**src/bss_pkg.sv**
```systemverilog
// Shared types and constants for the block stripe segmenter.
// No dependencies; imported by every module under src.
package bss_pkg;

  localparam int unsigned LocW        = 40;
  localparam int unsigned LenW        = 32;
  localparam int unsigned BsW         = 17;  // block size, 1..65536
  localparam int unsigned NcW         = 7;   // node count, 1..64
  localparam int unsigned NodeW       = 6;   // owner node index
  localparam int unsigned DvsW        = 23;  // block size * node count, up to 2^22
  localparam int unsigned StepW       = 6;   // divider step counter
  localparam int unsigned MaxSegments = 64;
  localparam int unsigned SegLimW     = BsW + 7;  // block size * MaxSegments
  localparam int unsigned SplitW      = 20;  // split point of the row * block size product
  localparam int unsigned PaddrW      = 3;

  localparam logic [BsW-1:0]   BsMax      = 17'd65536;
  localparam logic [BsW-1:0]   BsReset    = 17'd8192;
  localparam logic [NcW-1:0]   NcMax      = 7'd64;
  localparam logic [NcW-1:0]   NcReset    = 7'd1;
  localparam logic [StepW-1:0] StepsLoc   = 6'd40;
  localparam logic [StepW-1:0] StepsNode  = 6'd6;

  // register index, taken from paddr[2]
  localparam logic RegBlockSize = 1'b0;
  localparam logic RegNodeCount = 1'b1;

  typedef struct packed {
    logic [LocW-1:0] location;
    logic [LenW-1:0] length;
  } in_item_t;

  typedef struct packed {
    logic [NodeW-1:0] owner_node;
    logic [LocW-1:0]  local_address;
    logic [BsW-1:0]   segment_size;
    logic [LenW-1:0]  request_offset;
    logic             last;
    logic             too_many_blocks;
  } out_item_t;

  typedef struct packed {
    logic [BsW-1:0] block_size;  // effective, clamped
    logic [NcW-1:0] node_count;  // effective, clamped
  } cfg_t;

  typedef struct packed {
    logic [DvsW-1:0]  rem_init;
    logic [LocW-1:0]  dividend;  // consumed MSB first
    logic [DvsW-1:0]  divisor;
    logic [StepW-1:0] steps;
  } div_req_t;

  typedef struct packed {
    logic            done;
    logic [LocW-1:0] quotient;
    logic [DvsW-1:0] remainder;
  } div_rsp_t;

  typedef enum logic [3:0] {
    StIdle,
    StProduct,
    StDivLoc,
    StWaitLoc,
    StDivNode,
    StWaitNode,
    StMulHi,
    StMulLo,
    StBase,
    StEmit,
    StError
  } state_e;

endpackage

```
**src/bss_cfg.sv**
```systemverilog
// APB register file: block size and node count, with clamped copies.
// Depends on bss_pkg.
module bss_cfg (
  input  logic                      clk_i,
  input  logic                      rst_ni,
  input  logic                      psel,
  input  logic                      penable,
  input  logic                      pwrite,
  input  logic [bss_pkg::PaddrW-1:0] paddr,
  input  logic [31:0]               pwdata,
  output logic [31:0]               prdata,
  output logic                      pready,
  output bss_pkg::cfg_t             cfg_o
);
  import bss_pkg::*;

  logic [BsW-1:0] block_size_q;
  logic [NcW-1:0] node_count_q;
  logic           wr_en;

  assign pready = 1'b1;
  assign wr_en  = psel & penable & pwrite;

  always_ff @(posedge clk_i or negedge rst_ni) begin
    if (!rst_ni) begin
      block_size_q <= BsReset;
      node_count_q <= NcReset;
    end else if (wr_en) begin
      case (paddr[2])
        RegBlockSize: block_size_q <= pwdata[BsW-1:0];
        RegNodeCount: node_count_q <= pwdata[NcW-1:0];
        default: ;
      endcase
    end
  end

  always_comb begin
    case (paddr[2])
      RegBlockSize: prdata = {{(32-BsW){1'b0}}, block_size_q};
      RegNodeCount: prdata = {{(32-NcW){1'b0}}, node_count_q};
      default:      prdata = '0;
    endcase
  end

  // zero reads as one, oversize as the maximum
  always_comb begin
    if (block_size_q == '0)       cfg_o.block_size = BsW'(1);
    else if (block_size_q > BsMax) cfg_o.block_size = BsMax;
    else                          cfg_o.block_size = block_size_q;

    if (node_count_q == '0)       cfg_o.node_count = NcW'(1);
    else if (node_count_q > NcMax) cfg_o.node_count = NcMax;
    else                          cfg_o.node_count = node_count_q;
  end

endmodule

```
**src/bss_div.sv**
```systemverilog
// Shared restoring divider, one quotient bit per cycle.
// Depends on bss_pkg.
module bss_div (
  input  logic                clk_i,
  input  logic                rst_ni,
  input  logic                start_i,
  input  bss_pkg::div_req_t   req_i,
  output bss_pkg::div_rsp_t   rsp_o
);
  import bss_pkg::*;

  logic             busy_q;
  logic             done_q;
  logic [StepW-1:0] cnt_q;
  logic [DvsW-1:0]  rem_q;
  logic [LocW-1:0]  quo_q;
  logic [DvsW-1:0]  dvs_q;
  logic [DvsW:0]    trial;

  assign trial = {rem_q, quo_q[LocW-1]} - {1'b0, dvs_q};

  always_ff @(posedge clk_i or negedge rst_ni) begin
    if (!rst_ni) begin
      busy_q <= 1'b0;
      done_q <= 1'b0;
      cnt_q  <= '0;
    end else begin
      done_q <= busy_q && (cnt_q == StepW'(1));
      if (start_i) begin
        busy_q <= 1'b1;
        cnt_q  <= req_i.steps;
      end else if (busy_q) begin
        cnt_q <= cnt_q - StepW'(1);
        if (cnt_q == StepW'(1)) busy_q <= 1'b0;
      end
    end
  end

  always_ff @(posedge clk_i) begin
    if (start_i) begin
      rem_q <= req_i.rem_init;
      quo_q <= req_i.dividend;
      dvs_q <= req_i.divisor;
    end else if (busy_q) begin
      if (!trial[DvsW]) begin
        rem_q <= trial[DvsW-1:0];
        quo_q <= {quo_q[LocW-2:0], 1'b1};
      end else begin
        rem_q <= {rem_q[DvsW-2:0], quo_q[LocW-1]};
        quo_q <= {quo_q[LocW-2:0], 1'b0};
      end
    end
  end

  assign rsp_o.done      = done_q;
  assign rsp_o.quotient  = quo_q;
  assign rsp_o.remainder = rem_q;

endmodule

```
**src/block_stripe_segmenter_top.sv**
```systemverilog
// Top level of the block stripe segmenter: request sequencer and output stage.
// Depends on bss_pkg, bss_cfg and bss_div.
//
// Usage:
//   A request (location, length) enters on the in channel (valid/ready).
//   The block splits it into one segment per stripe block touched and
//   sends them in block order on the out channel, the final one with last.
//   A zero length gives no output; a request over MaxSegments blocks gives
//   one transaction with too_many_blocks and last set, all else zero.
//   Block size and node count sit behind the APB port (0x0 and 0x4) and
//   are for the user to write only while the block is idle; it does not check.
// Timing:
//   One shared divider does two passes: location / (block size * node
//   count), then the remainder / block size. After the product, the two
//   passes, the high and low partial products and the base add, the first
//   segment is registered; further segments follow one per cycle while
//   out_ready_i is high, and in_ready_o is high only between requests.
// Reset and stalls:
//   Reset returns the sequencer to idle, drops any pending output and
//   loads the register defaults (block size 8192, one node). When out_ready_i
//   is low the output register holds its transaction and emission pauses.
module block_stripe_segmenter_top (
  input  logic                       clk_i,
  input  logic                       rst_ni,
  input  logic                       in_valid_i,
  output logic                       in_ready_o,
  input  bss_pkg::in_item_t          in_data_i,
  output logic                       out_valid_o,
  input  logic                       out_ready_i,
  output bss_pkg::out_item_t         out_data_o,
  input  logic                       psel,
  input  logic                       penable,
  input  logic                       pwrite,
  input  logic [bss_pkg::PaddrW-1:0] paddr,
  input  logic [31:0]                pwdata,
  output logic [31:0]                prdata,
  output logic                       pready
);
  import bss_pkg::*;

  cfg_t     cfg;
  div_req_t div_req;
  div_rsp_t div_rsp;
  logic     div_start;

  state_e state_q, state_d;

  // request and walk registers
  logic [LocW-1:0]   loc_q;
  logic [LenW-1:0]   len_q;
  logic [DvsW-1:0]   bsnc_q;    // block size * node count
  logic [LocW-1:0]   row_q;     // first block / node count
  logic [DvsW-1:0]   r1_q;      // location mod (block size * node count)
  logic [NodeW-1:0]  node_q;
  logic [BsW-1:0]    off_q;
  logic [SplitW-1:0] ph_q;
  logic [LocW-SplitW+BsW-1:0] pl_q;
  logic [LocW-1:0]   base_q;    // row * block size
  logic [LenW-1:0]   done_q;
  logic [LenW-1:0]   rem_len_q;

  logic       out_valid_q;
  out_item_t  out_q;

  logic             accept;
  logic             out_load;
  logic             too_many;
  logic [LenW:0]    span;
  logic [SegLimW-1:0] seg_limit;
  logic [BsW-1:0]   size_full;
  logic             seg_last;
  logic [BsW-1:0]   seg_size;
  logic             node_wrap;

  bss_cfg u_cfg (
    .clk_i   (clk_i),
    .rst_ni  (rst_ni),
    .psel    (psel),
    .penable (penable),
    .pwrite  (pwrite),
    .paddr   (paddr),
    .pwdata  (pwdata),
    .prdata  (prdata),
    .pready  (pready),
    .cfg_o   (cfg)
  );

  bss_div u_div (
    .clk_i   (clk_i),
    .rst_ni  (rst_ni),
    .start_i (div_start),
    .req_i   (div_req),
    .rsp_o   (div_rsp)
  );

  assign accept   = in_valid_i & in_ready_o;
  assign out_load = ((state_q == StEmit) || (state_q == StError)) &&
                    (!out_valid_q || out_ready_i);

  // overflow: more than MaxSegments blocks iff off + length > bs * MaxSegments
  assign span      = {{(LenW+1-BsW){1'b0}}, off_q} + {1'b0, len_q};
  assign seg_limit = SegLimW'(cfg.block_size * MaxSegments);
  assign too_many  = span > {{(LenW+1-SegLimW){1'b0}}, seg_limit};

  // current segment
  assign size_full = cfg.block_size - off_q;
  assign seg_last  = {{(LenW-BsW){1'b0}}, size_full} >= rem_len_q;
  assign seg_size  = seg_last ? rem_len_q[BsW-1:0] : size_full;
  assign node_wrap = ({1'b0, node_q} + NcW'(1)) == cfg.node_count;

  // next state
  always_comb begin
    state_d = state_q;
    case (state_q)
      StIdle:     if (accept && (in_data_i.length != '0)) state_d = StProduct;
      StProduct:  state_d = StDivLoc;
      StDivLoc:   state_d = StWaitLoc;
      StWaitLoc:  if (div_rsp.done) state_d = StDivNode;
      StDivNode:  state_d = StWaitNode;
      StWaitNode: if (div_rsp.done) state_d = StMulHi;
      StMulHi:    state_d = StMulLo;
      StMulLo:    state_d = StBase;
      StBase:     state_d = too_many ? StError : StEmit;
      StEmit:     if (out_load && seg_last) state_d = StIdle;
      StError:    if (out_load) state_d = StIdle;
      default:    state_d = StIdle;
    endcase
  end

  // sequencer outputs
  always_comb begin
    in_ready_o = 1'b0;
    div_start  = 1'b0;
    div_req    = '0;
    case (state_q)
      StIdle: in_ready_o = 1'b1;
      StDivLoc: begin
        div_start        = 1'b1;
        div_req.rem_init = '0;
        div_req.dividend = loc_q;
        div_req.divisor  = bsnc_q;
        div_req.steps    = StepsLoc;
      end
      StDivNode: begin
        // quotient is below the node count, so only the low NodeW bits remain
        div_start        = 1'b1;
        div_req.rem_init = r1_q >> NodeW;
        div_req.dividend = {r1_q[NodeW-1:0], {(LocW-NodeW){1'b0}}};
        div_req.divisor  = {{(DvsW-BsW){1'b0}}, cfg.block_size};
        div_req.steps    = StepsNode;
      end
      default: ;
    endcase
  end

  always_ff @(posedge clk_i or negedge rst_ni) begin
    if (!rst_ni) begin
      state_q     <= StIdle;
      out_valid_q <= 1'b0;
    end else begin
      state_q <= state_d;
      if (out_load)         out_valid_q <= 1'b1;
      else if (out_ready_i) out_valid_q <= 1'b0;
    end
  end

  // datapath
  always_ff @(posedge clk_i) begin
    case (state_q)
      StIdle: begin
        if (accept) begin
          loc_q     <= in_data_i.location;
          len_q     <= in_data_i.length;
          rem_len_q <= in_data_i.length;
          done_q    <= '0;
        end
      end
      StProduct: bsnc_q <= DvsW'(cfg.block_size * cfg.node_count);
      StWaitLoc: begin
        if (div_rsp.done) begin
          row_q <= div_rsp.quotient;
          r1_q  <= div_rsp.remainder;
        end
      end
      StWaitNode: begin
        if (div_rsp.done) begin
          node_q <= div_rsp.quotient[NodeW-1:0];
          off_q  <= div_rsp.remainder[BsW-1:0];
        end
      end
      StMulHi: ph_q <= SplitW'(row_q[LocW-1:SplitW] * cfg.block_size);
      StMulLo: pl_q <= row_q[SplitW-1:0] * cfg.block_size;
      StBase:  base_q <= {ph_q, {SplitW{1'b0}}} + LocW'(pl_q);
      StEmit: begin
        if (out_load) begin
          done_q    <= done_q + LenW'(seg_size);
          rem_len_q <= rem_len_q - LenW'(seg_size);
          off_q     <= '0;
          if (node_wrap) begin
            node_q <= '0;
            base_q <= base_q + LocW'(cfg.block_size);
          end else begin
            node_q <= node_q + NodeW'(1);
          end
        end
      end
      default: ;
    endcase
  end

  // output register
  always_ff @(posedge clk_i) begin
    if (out_load) begin
      if (state_q == StError) begin
        out_q.owner_node      <= '0;
        out_q.local_address   <= '0;
        out_q.segment_size    <= '0;
        out_q.request_offset  <= '0;
        out_q.last            <= 1'b1;
        out_q.too_many_blocks <= 1'b1;
      end else begin
        out_q.owner_node      <= node_q;
        out_q.local_address   <= base_q + LocW'(off_q);
        out_q.segment_size    <= seg_size;
        out_q.request_offset  <= done_q;
        out_q.last            <= seg_last;
        out_q.too_many_blocks <= 1'b0;
      end
    end
  end

  assign out_valid_o = out_valid_q;
  assign out_data_o  = out_q;

endmodule

```
**config.mk**
```make
export PLATFORM = sky130hd
export DESIGN_NAME = block_stripe_segmenter_top
export DESIGN_NICKNAME = d
export VERILOG_FILES = /design/src/bss_pkg.sv /design/src/bss_cfg.sv /design/src/bss_div.sv /design/src/block_stripe_segmenter_top.sv
export SDC_FILE = /design/constraint.sdc
export NUM_CORES = 2
export LEC_CHECK = 0
export ABC_AREA = 1
export BUFFER_PORTS_ARGS = -buffer_cell sky130_fd_sc_hd__buf_2
export CAP_MARGIN = 20
export CORE_UTILIZATION = 55
export CTS_CLUSTER_DIAMETER = 120
export DETAILED_ROUTE_END_ITERATION = 7
export PLACE_DENSITY = 0.85
export SLEW_MARGIN = 30
export SYNTH_ARGS = -nofsm -noshare
export SYNTH_HDL_FRONTEND = slang
export SYNTH_SLANG_ARGS = --single-unit
export TNS_END_PERCENT = 10
```
**constraint.sdc**
```tcl
create_clock -name clk_i -period 10.8 [get_ports clk_i]
set_clock_uncertainty 0.1 [all_clocks]
set_input_delay 1.08 -clock clk_i [delete_from_list [all_inputs] [get_ports clk_i]]
set_output_delay 1.08 -clock clk_i [all_outputs]
set_load 0.01 [all_outputs]
```
After elaboration in Yosys (flattened, before gate mapping)

Cells that the tools add are included.
Widths: inputs -> output; s select.

Register bits after elaboration: 562
Input port bits: 114
Output and inout bits: 132
Logic and storage cells: 141

Add/subtract/negate cells: 11
$mul: 3
$lt $le $gt $ge: 4
Equal/unequal tests: 20
Muxes and demuxes: 46
Bitwise gates (word level): 4
Reductions and logical operators: 25

Operator list:

| cell                 | number |
|---|---|
| $pmux 32 s2          | 3 |
| $pmux 86 s2          | 1 |
| $mux 40              | 4 |
| $mux 32              | 4 |
| $mux 17              | 5 |
| $add 40x17->40       | 2 |
| $pmux 40 s2          | 1 |
| $mux 23              | 3 |
| $pmux 4 s11          | 1 |
| $add 40x37->40       | 1 |
| $mul 20x17->37       | 1 |
| $pmux 17 s2          | 1 |
| $add 17x32->33       | 1 |
| $gt 33x23->1         | 1 |
| $add 32x17->32       | 1 |
| $ge 17x32->1         | 1 |
| $reduce_bool 32->1   | 1 |
| $sub 32x17->32       | 1 |
| $mux 6               | 5 |
| $sub 24x23->24       | 1 |
| $mul 17x7->23        | 1 |
| $mul 20x17->20       | 1 |
| $mux 4               | 5 |
| $gt 17x17->1 const B | 1 |
| other kinds (30)     | 66 |

Longest topological paths before layout

Word-level depth: 9
Mapped depth: 60
Mapped depth without buffers: 55

Hierarchy

From an unflattened synthesis, not the netlist that was laid out.

Cell total of the unflattened synthesis: 6602
Area total of the unflattened synthesis: 54223.3 sq um

Modules (own cells, without submodules):

| module                     | times used | cells an instance | area each (sq um) | sequential area each (sq um) |
|---|---|---|---|---|
| block_stripe_segmenter_top | 1          | 5589              | 46522.1           | 13307.8 |
| bss_div                    | 1          | 808               | 6221.0            | 2782.7 |
| bss_cfg                    | 1          | 205               | 1480.2            | 603.1 |

Worst setup path before layout

No wires, ideal clock.

Path type: input -> register
Start point: input in_valid_i
End point: register done_q[0], enable pin
Library setup time: 418 ps
Arrival time: 8175 ps
Required time: 10282 ps
Slack: 2107 ps
Stages on the path: 3
Path buffers: 0
Cell sequence: nor3b_1 o21ai_0 inv_1

Longest elaborated chain between the ends: 3

Ends and longest elaborated chain:

| what                              | line                              | text |
|---|---|---|
| from (decl)                       | block_stripe_segmenter_top.sv:25  | `input logic in_valid_i,` |
| $and 1x1->1                       | block_stripe_segmenter_top.sv:96  | `assign accept = in_valid_i & in_ready_o;` |
| $ne 2x2->1 (no source line)       | --                                |  |
| $reduce_and 3->1 (no source line) | --                                |  |
| to (signal assigned)              | block_stripe_segmenter_top.sv:196 | `done_q <= done_q + LenW'(seg_size);` |
| to (decl)                         | block_stripe_segmenter_top.sv:59  | `logic [LenW-1:0] done_q;` |

No other way between the ends.
A chain may end at the register's enable or synchronous reset.

Worst setup path after layout

Start point: register u_cfg.block_size_q[16]
End point: register done_q[22], data pin

Longest elaborated chain between the ends: 9
Elaborated cells on any way between the ends: 10
Classes of those cells: add/sub: 2; order compare: 2; mux: 5; reduce/logical: 1

Ends and longest elaborated chain:

| what                   | line                              | text |
|---|---|---|
| from (decl)            | bss_cfg.sv:17                     | `logic [BsW-1:0] block_size_q;` |
| from (signal assigned) | bss_cfg.sv:26                     | `block_size_q <= BsReset;` |
| from (signal assigned) | bss_cfg.sv:30                     | `RegBlockSize: block_size_q <= pwdata[BsW-1:0];` |
| $gt 17x17->1           | bss_cfg.sv:48                     | `else if (block_size_q > BsMax) cfg_o.block_size = BsMax;` |
| $mux 17                | bss_cfg.sv:48                     |  |
| $mux 17 *              | bss_cfg.sv:47                     | `if (block_size_q == '0) cfg_o.block_size = BsW'(1);` |
| $sub 17x17->17 *       | block_stripe_segmenter_top.sv:106 | `assign size_full = cfg.block_size - off_q;` |
| $ge 17x32->1           | block_stripe_segmenter_top.sv:107 | `assign seg_last = {{(LenW-BsW){1'b0}}, size_full} >= rem_len_q;` |
| $mux 17 *              | block_stripe_segmenter_top.sv:108 | `assign seg_size = seg_last ? rem_len_q[BsW-1:0] : size_full;` |
| via seg_size[0]        | block_stripe_segmenter_top.sv:72  | `logic [BsW-1:0] seg_size;` |
| $add 32x17->32 *       | block_stripe_segmenter_top.sv:196 |  |
| $mux 32 *              | block_stripe_segmenter_top.sv:195 | `if (out_load) begin` |
| $pmux 32 s2 *          | block_stripe_segmenter_top.sv:169 | `case (state_q)` |

The timed path passes the listed nets; every way through them passes the cells marked *. The select of a mux whose other input is x is not followed.

==> summary.md <==
| Metric | Value |
|---|---|
| Worst setup EP type | `register` |
| CTS Root Cell | `clkbuf_16` |
| Yosys reg bits | `562` |
| Rows | `112` |
| Asr flop ratio synth | `6.58%` |
| Slew @ Worst Pin | `1.02 ns` |
| PD cells | `253 nW/µm²` |
| Hold buffers post-CTS | `0` |
| Synth area leaders | `edfxtp_1, fa_1, nand2_1, ha_1, inv_1` |
| Die Width | `309 µm` |
| Min-Delay Path Class | `in2async` |
| Vias per cell | `5.66` |
| Setup TNS | `0 ns` |
| Setup-failing EPs final | `0` |
| Reg2Reg Depth | `50` |
| Routability cong. | `0.977` |
| TritonCTS clock tree | `built` |
| Minimum period implied by the final worst setup slack | `8.68 ns` |
| Ratio of cells with drive above 1 in the final layout | `7.27%` |
| Dpl cells | `7410` |
| CTS clk-pin slew, worst paths | `0.07 ns` |
| Fin. Hold Viols | `0` |
| First-pass DRT Iterations | `7` |
| Synth top cells by count | `nand2_1, inv_1, nor2_1` |
| Detailed placement HPWL | `108 mm` |
| Synth unique cells | `64` |
| Ys flop type | `edfxtp_1` |
| Final slew viol count | `0` |
| Final wirelength | `144 mm` |
| Rel. slew slack | `31.8%` |
| Arrival @ worst endpoint | `8.99 ns` |
| Worst path required time | `11.10 ns` |
| Initial Util | `55.6%` |
| Global-route wire length before repair | `227 mm` |
| R2R setup slack | `2.12 ns` |
| Largest net degree at the start of global routing | `95` |
| Die Ht | `309 µm` |
| Synthesized area per cell | `8.54 µm²` |
| Layout net count | `7197` |
| TritonCTS buffer count | `60` |
| Worst hold slack | `0.311 ns` |
| Slowest stage cell, crit path | `ha_1` |
| Period utilisation layout | `80.4%` |
| DR vias | `42567` |
| GRT Residual Overflow | `0` |
| Util after Layout | `60.5%` |
| CTS Sinks | `562` |
| Final std cells w/o fill | `7526` |
| Initial DRC count | `4336` |
| Clock latency on the worst-skew pair | `0.67 ns` |
| Vias in the first global route | `42528` |
| Worst-path fanout max | `33` |
| Post-synthesis cell count | `6076` |
| Fmax | `115 MHz` |
| Die area | `95600 µm²` |
| RSZ-0062 raised after global routing | `false` |
| FF-to-FF End | `done_q[22]` |
| VDD IR max | `0.213 mV` |
| Synth Cell Area | `51900 µm²` |
| CP Class | `reg2reg` |
| GR Util All Layers | `30.7%` |
| Port buffer count | `212` |
| Count leader, synth | `nand2_1` |
| Crit-path max cell delay | `0.63 ns` |
| IO Count | `246` |
| DRC violations left | `0` |
| Core area | `93300 µm²` |
| Area leader, netlist | `edfxtp_1` |
| Clk buf depth | `3` |
| Routed WL per cell | `19.1 µm` |
| Final ANT Viol Nets | `0` |
| YS warnings | `0` |
| Final Total Pwr | `14.3 mW` |
| Htree depth | `2` |
| Post-CTS setup buffer count | `0` |
| Startpoint Class | `register` |
| Leakage power | `26.8 nW` |
| Post-synthesis sequential area ratio | `32.2%` |
| Number of max-cap violations | `0` |
| Post-synth EDFFs | `525` |
| Outcome | `finished, final reports clean` |
| Initial antenna violation count | `3` |
| Start of the worst register-to-register path | `u_cfg.block_size_q[16]` |
| # resized after CTS | `0` |
| Layout area overhead | `8.77%` |
| Top cell type's share of synthesized area | `30.4%` |
[metal layers]
metal / track usage [%] / vias to the layer above / part of all wire (%)
met5: 0 / - / 0.026
met1: 40.6 / 20071 / 39
met4: 14.7 / 6 / 5.7
met2: 47.8 / 2369 / 44
met3: 7.01 / 544 / 12
li1: - / 19577 / -
[worst max path at each step]
| stage | start | endpoint | slack (ns) |
|---|---|---|---|
| after floorplan | in_valid_i | done_q[0] | 2.11 |
| after global placement | u_cfg.block_size_q[16] | rem_len_q[22] | 2.56 |
| after detailed placement | u_cfg.block_size_q[16] | rem_len_q[18] | 2.46 |
| after CTS | u_cfg.block_size_q[16] | rem_len_q[18] | 2.44 |
| after global routing | u_cfg.block_size_q[16] | rem_len_q[22] | 1.58 |
| final | u_cfg.block_size_q[16] | done_q[22] | 2.12 |
[report_power, final]
group | total [mW] | internal (mW) | switching, mW
Clock | 2.26 | 1.33 | 0.922
Sequential | 3.52 | 3.23 | 0.299
Combinational | 8.48 | 2.99 | 5.48
[cell families after synthesis]
logic type               Yosys count  share of synthesized area [%]
AND/OR/NAND/NOR                 2325                           18.3
buffers and inverters           1372                           10.1
adder cells (fa/ha/maj)          863                           27.9
AO/OA/AOI/OAI                    765                           8.37
flip-flops                       562                           32.2
XOR/XNOR                         187                           3.19
other                              2                         0.0145
[worst max-delay path: cells and delay by family, from the launching register on]
kind / cells / cell delay [ns]
fa+ha+maj: 4 / 1.44
simple gates: 31 / 3.52
flops: 1 / 0.32
buf+inv: 10 / 2.17
xor+xnor: 1 / 0.26
compound gates: 4 / 0.60
[sequential cells by signal, indices dropped and copies added, names as in the netlist, 17 cells and up]
| name | flops |
|---|---|
| out_data_o | 97 |
| base_q | 40 |
| loc_q | 40 |
| row_q | 40 |
| u_div.quo_q | 40 |
| pl_q | 37 |
| done_q | 32 |
| len_q | 32 |
| rem_len_q | 32 |
| bsnc_q | 23 |
| r1_q | 23 |
| u_div.dvs_q | 23 |
| u_div.rem_q | 23 |
| ph_q | 20 |
| off_q | 17 |
| u_cfg.block_size_q | 17 |
[placed cells by master (no fill, tap or decap), types with 7 or more instances in the layout]
master,count
fa_1,489
nand3b_1,10
a211oi_1,8
clkinv_1,15
clkinv_2,11
a21oi_1,318
o211ai_1,23
clkbuf_1,7
o21bai_1,16
inv_1,1151
nand2_1,1383
ha_1,374
inv_2,12
a21o_1,13
nand2_2,24
buf_4,51
bufinv_16,11
nor2_4,12
o21ai_0,252
a31oi_1,24
xor2_1,125
xnor2_1,60
nand3_1,187
nor2_1,543
edfxtp_1,525
nor2_2,8
buf_2,211
o21a_1,24
nor4_1,28
dfrtp_1,35
nand4_1,56
a22o_1,27
nor3_1,50
o21ai_1,11
conb_1,16
clkbuf_16,62
[per-stage QoR]
step	setup WS (ns)	area [µm²]
final	2.12	56400
after global routing	1.58	56400
after CTS	2.44	56400
after detailed placement	2.46	54200
after global placement	2.56	54200
after floorplan	2.11	51900
[cell type report]
| class | instances | area [µm²] |
|---|---|---|
| diodes | 1 | 2.50 |
| repair buffers | 265 | 1510 |
| clock inverters | 42 | 542 |
| multi-input cells | 4156 | 30100 |
| clock buffers | 71 | 1610 |
| well taps | 1254 | 1570 |
| fillers | 7751 | 36900 |
| inverters | 1175 | 4410 |
| flip-flops and latches | 562 | 16700 |
(Power assumes the default switching activity.)
